--- src/design/lrukv_pkg.sv ---
// ----------------------------------------------------------------------------
// lrukv_pkg
// Shared constants, codes and types of the LRU key-value cache.
// ----------------------------------------------------------------------------
package lrukv_pkg;

  // Number of entries held by the store.
  localparam int unsigned DEPTH  = 16;
  // Width of an entry index and of a recency rank.
  localparam int unsigned IDX_W  = (DEPTH > 1) ? $clog2(DEPTH) : 1;
  // Width of the occupancy count, which must be able to hold DEPTH itself.
  localparam int unsigned OCC_W  = $clog2(DEPTH + 1);
  // Width of the capacity register as seen on the configuration port.
  localparam int unsigned CAP_W  = 5;
  localparam logic [CAP_W-1:0] CAP_RESET = CAP_W'(DEPTH);

  // Payload widths.
  localparam int unsigned KEY_W  = 32;
  localparam int unsigned DATA_W = 32;

  typedef enum logic {
    CMD_GET = 1'b0,
    CMD_PUT = 1'b1
  } cmd_e;

  // Outcome of the lookup for one item, handed from the lookup logic to the
  // state update in the top level.
  typedef struct packed {
    logic             hit;     // key found among valid entries
    logic             put;     // item is a put
    logic             alloc;   // put of a new key into a free slot
    logic             evict;   // put of a new key that replaces the LRU entry
    logic [IDX_W-1:0] slot;    // entry that becomes most recent
    logic [OCC_W-1:0] thresh;  // valid entries ranked below this age by one
  } decision_t;

endpackage

--- src/design/lrukv_if.sv ---
// ----------------------------------------------------------------------------
// lrukv_in_if / lrukv_out_if
// Valid/ready channels carrying cache commands and cache results.
// ----------------------------------------------------------------------------
interface lrukv_in_if;
  logic                                  valid;
  logic                                  ready;
  lrukv_pkg::cmd_e                       command;
  logic signed [lrukv_pkg::KEY_W-1:0]    key;
  logic signed [lrukv_pkg::DATA_W-1:0]   value;

  modport source (output valid, output command, output key, output value, input ready);
  modport sink   (input valid, input command, input key, input value, output ready);
endinterface

interface lrukv_out_if;
  logic                                  valid;
  logic                                  ready;
  logic                                  hit;
  logic signed [lrukv_pkg::DATA_W-1:0]   read_value;
  logic                                  evicted;
  logic signed [lrukv_pkg::KEY_W-1:0]    evicted_key;

  modport source (output valid, output hit, output read_value, output evicted,
                  output evicted_key, input ready);
  modport sink   (input valid, input hit, input read_value, input evicted,
                  input evicted_key, output ready);
endinterface

--- src/design/lrukv_lookup.sv ---
// ----------------------------------------------------------------------------
// lrukv_lookup
// Parallel key compare, free-slot search and victim select for one item.
// ----------------------------------------------------------------------------
module lrukv_lookup (
  input  lrukv_pkg::cmd_e                                      command_i,
  input  logic [lrukv_pkg::KEY_W-1:0]                          key_i,
  input  logic [lrukv_pkg::DEPTH-1:0]                          valid_i,
  input  logic [lrukv_pkg::DEPTH-1:0][lrukv_pkg::KEY_W-1:0]    keys_i,
  input  logic [lrukv_pkg::DEPTH-1:0][lrukv_pkg::IDX_W-1:0]    ranks_i,
  input  logic [lrukv_pkg::OCC_W-1:0]                          occupancy_i,
  input  logic [lrukv_pkg::OCC_W-1:0]                          eff_cap_i,
  output lrukv_pkg::decision_t                                 dec_o
);

  logic [lrukv_pkg::DEPTH-1:0] match;
  logic [lrukv_pkg::DEPTH-1:0] victim;
  logic [lrukv_pkg::IDX_W-1:0] match_idx;
  logic [lrukv_pkg::IDX_W-1:0] free_idx;
  logic [lrukv_pkg::IDX_W-1:0] victim_idx;
  logic [lrukv_pkg::IDX_W-1:0] lru_rank;
  logic [lrukv_pkg::IDX_W-1:0] hit_rank;
  logic                        room;

  // The least recent valid entry always holds rank occupancy-1.
  assign lru_rank = lrukv_pkg::IDX_W'(occupancy_i - lrukv_pkg::OCC_W'(1));
  assign room     = (occupancy_i < eff_cap_i);

  always_comb begin
    for (int i = 0; i < lrukv_pkg::DEPTH; i++) begin
      match[i]  = valid_i[i] && (keys_i[i] == key_i);
      victim[i] = valid_i[i] && (ranks_i[i] == lru_rank);
    end
  end

  // Lowest-index encoders; scanning downward leaves the lowest hit last.
  always_comb begin
    match_idx  = '0;
    free_idx   = '0;
    victim_idx = '0;
    hit_rank   = '0;
    for (int i = lrukv_pkg::DEPTH - 1; i >= 0; i--) begin
      if (match[i]) begin
        match_idx = lrukv_pkg::IDX_W'(i);
        hit_rank  = ranks_i[i];
      end
      if (!valid_i[i]) begin
        free_idx = lrukv_pkg::IDX_W'(i);
      end
      if (victim[i]) begin
        victim_idx = lrukv_pkg::IDX_W'(i);
      end
    end
  end

  always_comb begin
    dec_o        = '0;
    dec_o.hit    = |match;
    dec_o.put    = (command_i == lrukv_pkg::CMD_PUT);
    if (dec_o.hit) begin
      dec_o.slot   = match_idx;
      dec_o.thresh = lrukv_pkg::OCC_W'(hit_rank);
    end else if (dec_o.put && room) begin
      dec_o.alloc  = 1'b1;
      dec_o.slot   = free_idx;
      dec_o.thresh = lrukv_pkg::OCC_W'(lrukv_pkg::DEPTH);
    end else if (dec_o.put) begin
      dec_o.evict  = 1'b1;
      dec_o.slot   = victim_idx;
      dec_o.thresh = lrukv_pkg::OCC_W'(lru_rank);
    end
  end

endmodule

--- src/design/lru_key_value_cache.sv ---
// ----------------------------------------------------------------------------
// lru_key_value_cache
// Fully associative 16-entry key-value store with LRU replacement.
// ----------------------------------------------------------------------------
// A command transfer is captured in an input register, and once the output
// register can take a result, the whole lookup and update is done in one
// pass: all sixteen keys are compared in parallel, the entry that becomes
// most recent is chosen, every recency rank is adjusted, and the result
// lands in an output register. The block sustains one command per cycle
// while results are taken; the single update stage working against the
// entry registers is what sets that figure, since each command sees the
// state left by the one before it. A stalled result only holds the
// pipeline when both registers are full. The capacity register may be
// written only while the store is empty; writes at other times are dropped.
// A capacity of zero acts as one and values above sixteen act as sixteen.
// A get that misses returns -1, a put always returns zero as read value, and
// the evicted key reads zero unless a put displaced the least recent entry.
// ----------------------------------------------------------------------------
module lru_key_value_cache (
  input  logic                          clk_i,
  input  logic                          rst_ni,
  input  logic                          cfg_we_i,
  input  logic [lrukv_pkg::CAP_W-1:0]   cfg_data_i,
  lrukv_in_if.sink                      item_i,
  lrukv_out_if.source                   result_o
);

  // Input register.
  logic                              item_valid_q;
  lrukv_pkg::cmd_e                   cmd_q;
  logic [lrukv_pkg::KEY_W-1:0]       key_q;
  logic [lrukv_pkg::DATA_W-1:0]      value_q;

  // Entry state. Keys, values and ranks are meaningful only where valid.
  logic [lrukv_pkg::DEPTH-1:0]                              valid_q;
  logic [lrukv_pkg::DEPTH-1:0][lrukv_pkg::KEY_W-1:0]        keys_q;
  logic [lrukv_pkg::DEPTH-1:0][lrukv_pkg::DATA_W-1:0]       values_q;
  logic [lrukv_pkg::DEPTH-1:0][lrukv_pkg::IDX_W-1:0]        ranks_q;
  logic [lrukv_pkg::OCC_W-1:0]                              occ_q;
  logic [lrukv_pkg::CAP_W-1:0]                              cap_q;

  // Result register.
  logic                              res_valid_q;
  logic                              res_hit_q;
  logic [lrukv_pkg::DATA_W-1:0]      res_value_q;
  logic                              res_evicted_q;
  logic [lrukv_pkg::KEY_W-1:0]       res_evkey_q;

  logic                              advance;
  logic                              fire;
  logic [lrukv_pkg::OCC_W-1:0]       eff_cap;
  lrukv_pkg::decision_t              dec;

  // The update stage may run whenever the result register is free or is
  // being emptied in this same cycle.
  assign advance      = !res_valid_q || result_o.ready;
  assign fire         = item_valid_q && advance;
  assign item_i.ready = !item_valid_q || advance;

  // Capacity clamp: zero behaves as one, anything past the depth saturates.
  always_comb begin
    if (cap_q == '0) begin
      eff_cap = lrukv_pkg::OCC_W'(1);
    end else if (32'(cap_q) > lrukv_pkg::DEPTH) begin
      eff_cap = lrukv_pkg::OCC_W'(lrukv_pkg::DEPTH);
    end else begin
      eff_cap = lrukv_pkg::OCC_W'(cap_q);
    end
  end

  lrukv_lookup u_lookup (
    .command_i   (cmd_q),
    .key_i       (key_q),
    .valid_i     (valid_q),
    .keys_i      (keys_q),
    .ranks_i     (ranks_q),
    .occupancy_i (occ_q),
    .eff_cap_i   (eff_cap),
    .dec_o       (dec)
  );

  // Input register: loads on every transfer, empties when its item is used.
  always_ff @(posedge clk_i or negedge rst_ni) begin
    if (!rst_ni) begin
      item_valid_q <= 1'b0;
    end else if (item_i.valid && item_i.ready) begin
      item_valid_q <= 1'b1;
    end else if (fire) begin
      item_valid_q <= 1'b0;
    end
  end

  always_ff @(posedge clk_i) begin
    if (item_i.valid && item_i.ready) begin
      cmd_q   <= item_i.command;
      key_q   <= item_i.key;
      value_q <= item_i.value;
    end
  end

  // Control state: valid bits, occupancy and capacity.
  always_ff @(posedge clk_i or negedge rst_ni) begin
    if (!rst_ni) begin
      valid_q <= '0;
      occ_q   <= '0;
      cap_q   <= lrukv_pkg::CAP_RESET;
    end else begin
      if (cfg_we_i && (occ_q == '0)) begin
        cap_q <= cfg_data_i;
      end
      if (fire && dec.alloc) begin
        valid_q[dec.slot] <= 1'b1;
        occ_q             <= occ_q + lrukv_pkg::OCC_W'(1);
      end
    end
  end

  // Entry payload and recency. The chosen entry becomes rank zero and every
  // other valid entry that was more recent than its old rank ages by one.
  // A fresh insert uses the full depth as threshold, so every entry ages.
  always_ff @(posedge clk_i) begin
    if (fire && (dec.hit || dec.put)) begin
      for (int i = 0; i < lrukv_pkg::DEPTH; i++) begin
        if (lrukv_pkg::IDX_W'(i) == dec.slot) begin
          ranks_q[i] <= '0;
        end else if (valid_q[i] && (lrukv_pkg::OCC_W'(ranks_q[i]) < dec.thresh)) begin
          ranks_q[i] <= ranks_q[i] + lrukv_pkg::IDX_W'(1);
        end
      end
      if (dec.put) begin
        values_q[dec.slot] <= value_q;
      end
      if (dec.alloc || dec.evict) begin
        keys_q[dec.slot] <= key_q;
      end
    end
  end

  // Result register.
  always_ff @(posedge clk_i or negedge rst_ni) begin
    if (!rst_ni) begin
      res_valid_q <= 1'b0;
    end else if (fire) begin
      res_valid_q <= 1'b1;
    end else if (result_o.ready) begin
      res_valid_q <= 1'b0;
    end
  end

  always_ff @(posedge clk_i) begin
    if (fire) begin
      res_hit_q     <= dec.hit;
      res_evicted_q <= dec.evict;
      if (dec.put) begin
        res_value_q <= '0;
      end else if (dec.hit) begin
        res_value_q <= values_q[dec.slot];
      end else begin
        res_value_q <= '1;
      end
      res_evkey_q <= dec.evict ? keys_q[dec.slot] : '0;
    end
  end

  assign result_o.valid       = res_valid_q;
  assign result_o.hit         = res_hit_q;
  assign result_o.read_value  = res_value_q;
  assign result_o.evicted     = res_evicted_q;
  assign result_o.evicted_key = res_evkey_q;

endmodule
--- src/flat_wrapper.sv ---
// flat-port wrapper written by rule: the top's interface ports become plain ports
module lru_key_value_cache_flat 
  (clk_i, rst_ni, cfg_we_i, cfg_data_i, item_i_valid, item_i_command, item_i_key, item_i_value, item_i_ready, result_o_valid, result_o_hit, result_o_read_value, result_o_evicted, result_o_evicted_key, result_o_ready);
  lrukv_in_if item_i_i ();
  lrukv_out_if result_o_i ();
  input  logic clk_i;
  input  logic rst_ni;
  input  logic cfg_we_i;
  input  logic [lrukv_pkg::CAP_W-1:0] cfg_data_i;
  input wire logic [$bits(item_i_i.valid)-1:0] item_i_valid;
  input wire logic [$bits(item_i_i.command)-1:0] item_i_command;
  input wire logic [$bits(item_i_i.key)-1:0] item_i_key;
  input wire logic [$bits(item_i_i.value)-1:0] item_i_value;
  output wire logic [$bits(item_i_i.ready)-1:0] item_i_ready;
  output wire logic [$bits(result_o_i.valid)-1:0] result_o_valid;
  output wire logic [$bits(result_o_i.hit)-1:0] result_o_hit;
  output wire logic [$bits(result_o_i.read_value)-1:0] result_o_read_value;
  output wire logic [$bits(result_o_i.evicted)-1:0] result_o_evicted;
  output wire logic [$bits(result_o_i.evicted_key)-1:0] result_o_evicted_key;
  input wire logic [$bits(result_o_i.ready)-1:0] result_o_ready;
  assign item_i_i.valid = item_i_valid;
  assign item_i_i.command = item_i_command;
  assign item_i_i.key = item_i_key;
  assign item_i_i.value = item_i_value;
  assign item_i_ready = item_i_i.ready;
  assign result_o_valid = result_o_i.valid;
  assign result_o_hit = result_o_i.hit;
  assign result_o_read_value = result_o_i.read_value;
  assign result_o_evicted = result_o_i.evicted;
  assign result_o_evicted_key = result_o_i.evicted_key;
  assign result_o_i.ready = result_o_ready;
  lru_key_value_cache u_core (.clk_i(clk_i), .rst_ni(rst_ni), .cfg_we_i(cfg_we_i), .cfg_data_i(cfg_data_i), .item_i(item_i_i), .result_o(result_o_i));
endmodule
--- config.mk ---
export PLATFORM = sky130hd
export DESIGN_NAME = lru_key_value_cache_flat
export DESIGN_NICKNAME = d
export VERILOG_FILES = /design/src/design/lrukv_pkg.sv /design/src/design/lrukv_if.sv /design/src/design/lrukv_lookup.sv /design/src/design/lru_key_value_cache.sv /design/src/flat_wrapper.sv
export SDC_FILE = /design/constraint.sdc
export NUM_CORES = 2
export LEC_CHECK = 0
export BUFFER_PORTS_ARGS = -buffer_cell sky130_fd_sc_hd__buf_2
export CORE_UTILIZATION = 65
export CTS_CLUSTER_SIZE = 20
export DETAILED_ROUTE_END_ITERATION = 10
export PLACE_DENSITY = 0.82
export SLEW_MARGIN = 20
export SYNTH_ARGS = -nofsm -noshare
export SYNTH_HDL_FRONTEND = slang
export SYNTH_HIERARCHICAL = 1
export SYNTH_SLANG_ARGS = --single-unit
export TNS_END_PERCENT = 30
--- constraint.sdc ---
create_clock -name clk_i -period 14.69 [get_ports clk_i]
set_clock_uncertainty 0.2 [all_clocks]
set_input_delay 0.7345 -clock clk_i [delete_from_list [all_inputs] [get_ports clk_i]]
set_output_delay 0.7345 -clock clk_i [all_outputs]
set_load 0.05 [all_outputs]
Word-level counts from Yosys, hierarchy flattened
Cells that the tools add are included.
{"block": "word_totals", "reg_bits": 1247, "inputBits": 75, "out_inout_bits": 68, "elab_cells": 350}
{"block": "op_classes", "add_sub_neg": 18, "order_cmp": 20, "n_eq_ne": 47, "n_mux": 103, "bitwise": 1, "n_reduce_logical": 101}
{"operator": "$bwmux 512", "count": 2}
{"operator": "$eq 32x32->1", "count": 16}
{"operator": "$mux 4", "count": 80}
{"operator": "$bmux 32 s4", "count": 2}
{"operator": "$demux 32 s4", "count": 1}
{"operator": "$mux 32", "count": 4}
{"operator": "$lt 4x5->1", "count": 16}
{"operator": "$add 4x1->4 const B", "count": 16}
{"operator": "$eq 4x4->1", "count": 16}
{"operator": "$logic_and 1x1->1", "count": 55}
{"operator": "$reduce_and 2->1", "count": 18}
{"operator": "$reduce_bool 2->1", "count": 18}
{"operator": "$eq 4x4->1 const A", "count": 8}
{"operator": "$mux 9", "count": 2}
{"operator": "$eq 3x4->1 const A", "count": 4}
{"operator": "$or 16x16->16", "count": 1}
{"operator": "$reduce_or 16->1", "count": 1}
{"operator": "$logic_not 5->1", "count": 2}
{"operator": "$mux 10", "count": 1}
{"operator": "$mux 5", "count": 2}
{"operator": "$eq 2x4->1 const A", "count": 2}
{"operator": "$mux 1", "count": 7}
{"operator": "$add 5x1->5 const B", "count": 1}
{"operator": "$gt 5x5->1 const B", "count": 1}
{"operator": "other kinds (10)", "count": 14}

Depth between registers and ports, before layout
{"block": "logic_depth", "word_depth": 27, "mapped_depth": 23, "mapped_depth_nobuf": 17}

Modules after synthesis
The synthesis kept the hierarchy.
{"mod": "lru_key_value_cache", "n_inst": 1, "cells_per_inst": 2305, "area_per_inst_um2": 48383.9, "seq_area_each_um2": 37307.0}
{"mod": "lrukv_lookup", "n_inst": 1, "cells_per_inst": 1137, "area_per_inst_um2": 8724.6, "seq_area_each_um2": 0.0}

Least setup slack after synthesis
Ideal clock, no wire load.
{"block": "synth_path", "path_type": "flip-flop to flip-flop", "start": "register, netlist name u_core/occ_q[0]", "end": "register u_core/values_q[224] (netlist name) (enable)", "setup_time_ns": 0.421, "arrival_ns": 5.569, "required_ns": 14.069, "slack_ns": 8.500, "stages_incl_launch_ff": 22, "path_buffers": 7, "synth_period_minus_slack_ns": 6.190, "cell_sequence": "dfrtp_1 -> buf_4 -> buf_1 -> inv_1 -> ha_1 -> clkbuf_1 -> buf_2 -> xor2_1 -> nand3_1 -> nor2_1 -> and2_1 -> nor4_1 -> o21ai_0 -> a31o_2 -> a21oi_1 -> o21ba_2 -> buf_2 -> nor2b_1 -> buf_2 -> clkbuf_1 -> nand3_1 -> nor2_1"}
{"element": "to (signal, indexed assignment)", "line": "lru_key_value_cache.sv:131", "text": "values_q[dec.slot] <= value_q;"}
{"element": "to (decl)", "line": "lru_key_value_cache.sv:37", "text": "logic [lrukv_pkg::DEPTH-1:0][lrukv_pkg::DATA_W-1:0] values_q;"}

==> qor.csv <==
metric,value,unit
status,completed,
grt_pass1_wl,272000,um
highest_layer,met5,
final_max_slew_viol_count,0,
viasPerCell,7.38,
dieArea,0.0890,mm2
syn-num-nets,3588,
crit_type,reg2reg,
ys_top_cells_by_area,"edfxtp_1 64%, mux4_2 8.8%, xor2_1 5.7%",
rsz0062_at_grt,false,
asyncSetResetFlopFracSynth,2.25,%
hold_path_class,in2reg,
synthMostInstantiatedCell,edfxtp_1,
crit_path_end_kind,flop,
yosysWarnings,6,
cts_root_buf,clkbuf_16,
hold_violations,0,
cts_buffers,121,
drt_iter0_drc,6470,
hold_slack,0.0384,ns
synth_top_cells_by_count,"1219 x edfxtp_1, 373 x xor2_1, 224 x mux4_2, 223 x xnor2_1, 139 x nor2_1",
relSlewSlack,11.3,%
wl_met2,88600,um
grt_max_degree,143,
fin_setup_tns,0,ns
cts.htree.levels,3,
critPathMaxFanout,132,
path_clk_slew,0.07,ns
dieHeight,298,um
reg2reg_from,u_core/key_q[19],
routed-via-count,36328,
grt_remaining_overflow,0,
final_antenna_net_count,0,
port-buffer-count,142,
grt_pass1_vias,34543,
cts_tree,done,
synth_top_area_share,64.1,%
synth_cell_types,77,
max_cap_violations,0,
synthesis.instances,3442,
tightest_slew,1.32,ns
start_util,65.7,%
rr_worst_depth,18,
routedWlPerCell,39.9,um
place.gp.congestion,1.13,
drt_wl_total,196000,um
layout-drive-gt1-share,20.5,%
reg2reg_slack,6.44,ns
yosys.area.top_type,edfxtp_1,
drc,0,
hpwl,121000,um
mappedNetlistArea,0.0571,mm2
ir_drop,0.202,mV
final_nets,3810,
required,14.90,ns
drt-met1-wl,66900,um
cp.arrival,8.46,ns
syn_area_per_cell,16.6,um2
synth_edf_count,1219,
area_delta_synth_final,11.3,%
clk_path_buf_depth,3,
start_kind,flop,
placementRows,108,
holdPathStages,1,
pin_count,143,
timing.rr.end,u_core/result_o.read_value[31],
finalSetupViolations,0,
hold_path.startpoint,item_i_value[16],
synth_seq_cells,1247,
worstSkewPairLatency,0.74,ns
fin_crit_sh,56.1,%
p_per_area,120,mW/mm2
cts.sinks,1247,
max_freq,121,MHz
fill_cells,5095,
core_area,0.0869,mm2
die_w,298,um
period_needed,8.25,ns
p_leak,20.9,nW
post_cts_buffers,0,
ys.flop_type,edfxtp_1,
wl_met3,27600,um
ys_seq_area_share,65.3,%
hold_end,u_core/value_q[16],
grt_antenna_before_repair,14,
first_pass_iters,6,
grt_use_total,44.3,%
critical path: stages (launching register included):
cell and delay, ns:
edfxtp_1 0.32, buf_4 0.41, xor2_1 0.62, nor4_1 0.33, nand4_1 0.32, nor3_2 0.17, or4_4 0.56, or4_2 0.68
buf_4 0.34, nand2b_1 0.29, a21boi_4 0.16, buf_12 0.48, buf_12 0.75, buf_4 0.85, mux2_2 0.43, nand3_1 0.10
o311ai_1 0.13, a21oi_1 0.29, a21oi_1 0.20
sequential cells by signal, summed over array words and instances (netlist names), 5 cells and up:
name                         flops
u_core/cap_q                     5
u_core/key_q                    32
u_core/keys_q                  512
u_core/occ_q                     5
u_core/ranks_q                  64
u_core/result_o.evicted_key     32
u_core/result_o.read_value      32
u_core/valid_q                  16
u_core/value_q                  32
u_core/values_q                512
per-stage QoR:
| stage | util (%) | instances | total power, W | area [um2] | setup slack [ns] |
|---|---|---|---|---|---|
| 6_report | 73.1 | 4922 | 0.00761 | 63600 | 6.44 |
| 5_1_grt | 73.1 | 4919 | 0.00773 | 63600 | 6.15 |
| 4_1_cts | 73.1 | 4919 | 0.00757 | 63500 | 6.43 |
| 3_5_place_dp | 67.8 | 4641 | 0.00441 | 58900 | 6.56 |
| 3_3_place_gp | 67.8 | 4641 | 0.00441 | 58900 | 6.61 |
| 2_1_floorplan | - | 3442 | 0.00426 | 57100 | 8.50 |
kinds of logic (layout without fill, tap and decap cells):
group | Yosys count | in the layout | synth area share (%)
flops | 1247 | 1247 | 65.3
xor+xnor | 608 | 608 | 9.59
simple gates | 604 | 604 | 5.55
mux | 361 | 361 | 11.3
compound gates | 317 | 317 | 3.86
buf+inv | 234 | 556 | 2.77
fa+ha+maj | 71 | 71 | 1.56
other cells | 0 | 3 | 0
worst max-delay path by stage:
stage	to	slack (ns)	from
floorplan	u_core/values_q[224]	8.50	u_core/occ_q[0]
global placement	u_core/result_o.read_value[17]	6.61	u_core/key_q[19]
detailed placement	u_core/result_o.read_value[13]	6.56	u_core/key_q[19]
CTS	u_core/result_o.read_value[10]	6.43	u_core/key_q[19]
global route	u_core/result_o.read_value[31]	6.15	u_core/key_q[19]
finish	u_core/result_o.read_value[31]	6.44	u_core/key_q[19]
cell usage in the layout (no fill, tap or decap), types with 7 or more instances in the layout:
master / count
edfxtp_1: 1219
xor2_1: 373
mux4_2: 224
xnor2_1: 223
buf_2: 142
clkbuf_16: 122
nor2_1: 106
buf_4: 98
mux2i_1: 87
nor4_1: 80
nand2_1: 79
ha_1: 71
nand3_1: 69
nand4_1: 61
dlygate4sd3_1: 55
a21oi_1: 55
mux2_2: 50
nor3_1: 47
a22oi_1: 44
inv_1: 35
a21o_1: 34
nor2_4: 33
o22ai_1: 32
clkinv_1: 30
nand2b_1: 30
dfrtp_1: 27
and2_1: 26
o31ai_1: 26
clkinv_2: 25
o21ai_0: 24
a41oi_1: 21
a211oi_1: 20
bufinv_16: 17
clkbuf_1: 13
nor2b_1: 11
a31oi_1: 9
xnor3_1: 8
nor3b_1: 8
and3_1: 7
power by group:
group / leakage, nW / switching [W] / internal (W)
sequential: 11.6 / 0.0000414 / 0.00395
combinational: 7.31 / 0.000291 / 0.0000967
clock: 1.97 / 0.00142 / 0.00182
metal layers:
| metal | up-vias | global-route usage, % |
|---|---|---|
| met5 | - | 0 |
| met4 | 16 | 23.2 |
| met3 | 652 | 11.5 |
| met2 | 3443 | 67.0 |
| met1 | 18350 | 59.9 |
| li1 | 13867 | - |
cell type report:
| cell class | count | area, um2 | share of cell area (%) |
|---|---|---|---|
| flip-flops and latches | 1247 | 37300 | 58.7 |
| multi-input cells | 1961 | 18600 | 29.2 |
| clock buffers | 135 | 3100 | 4.88 |
| repair buffers | 298 | 2060 | 3.24 |
| well taps | 1155 | 1450 | 2.27 |
| clock inverters | 88 | 943 | 1.48 |
| inverters | 35 | 131 | 0.207 |
| diodes | 3 | 7.51 | 0.0118 |
timing repair:
item	CTS	global route
resized for setup	0	0
setup endpoints to repair	0	0
hold buffers	55	0
hold endpoints to repair	81	0
(Power assumes the default switching activity.)
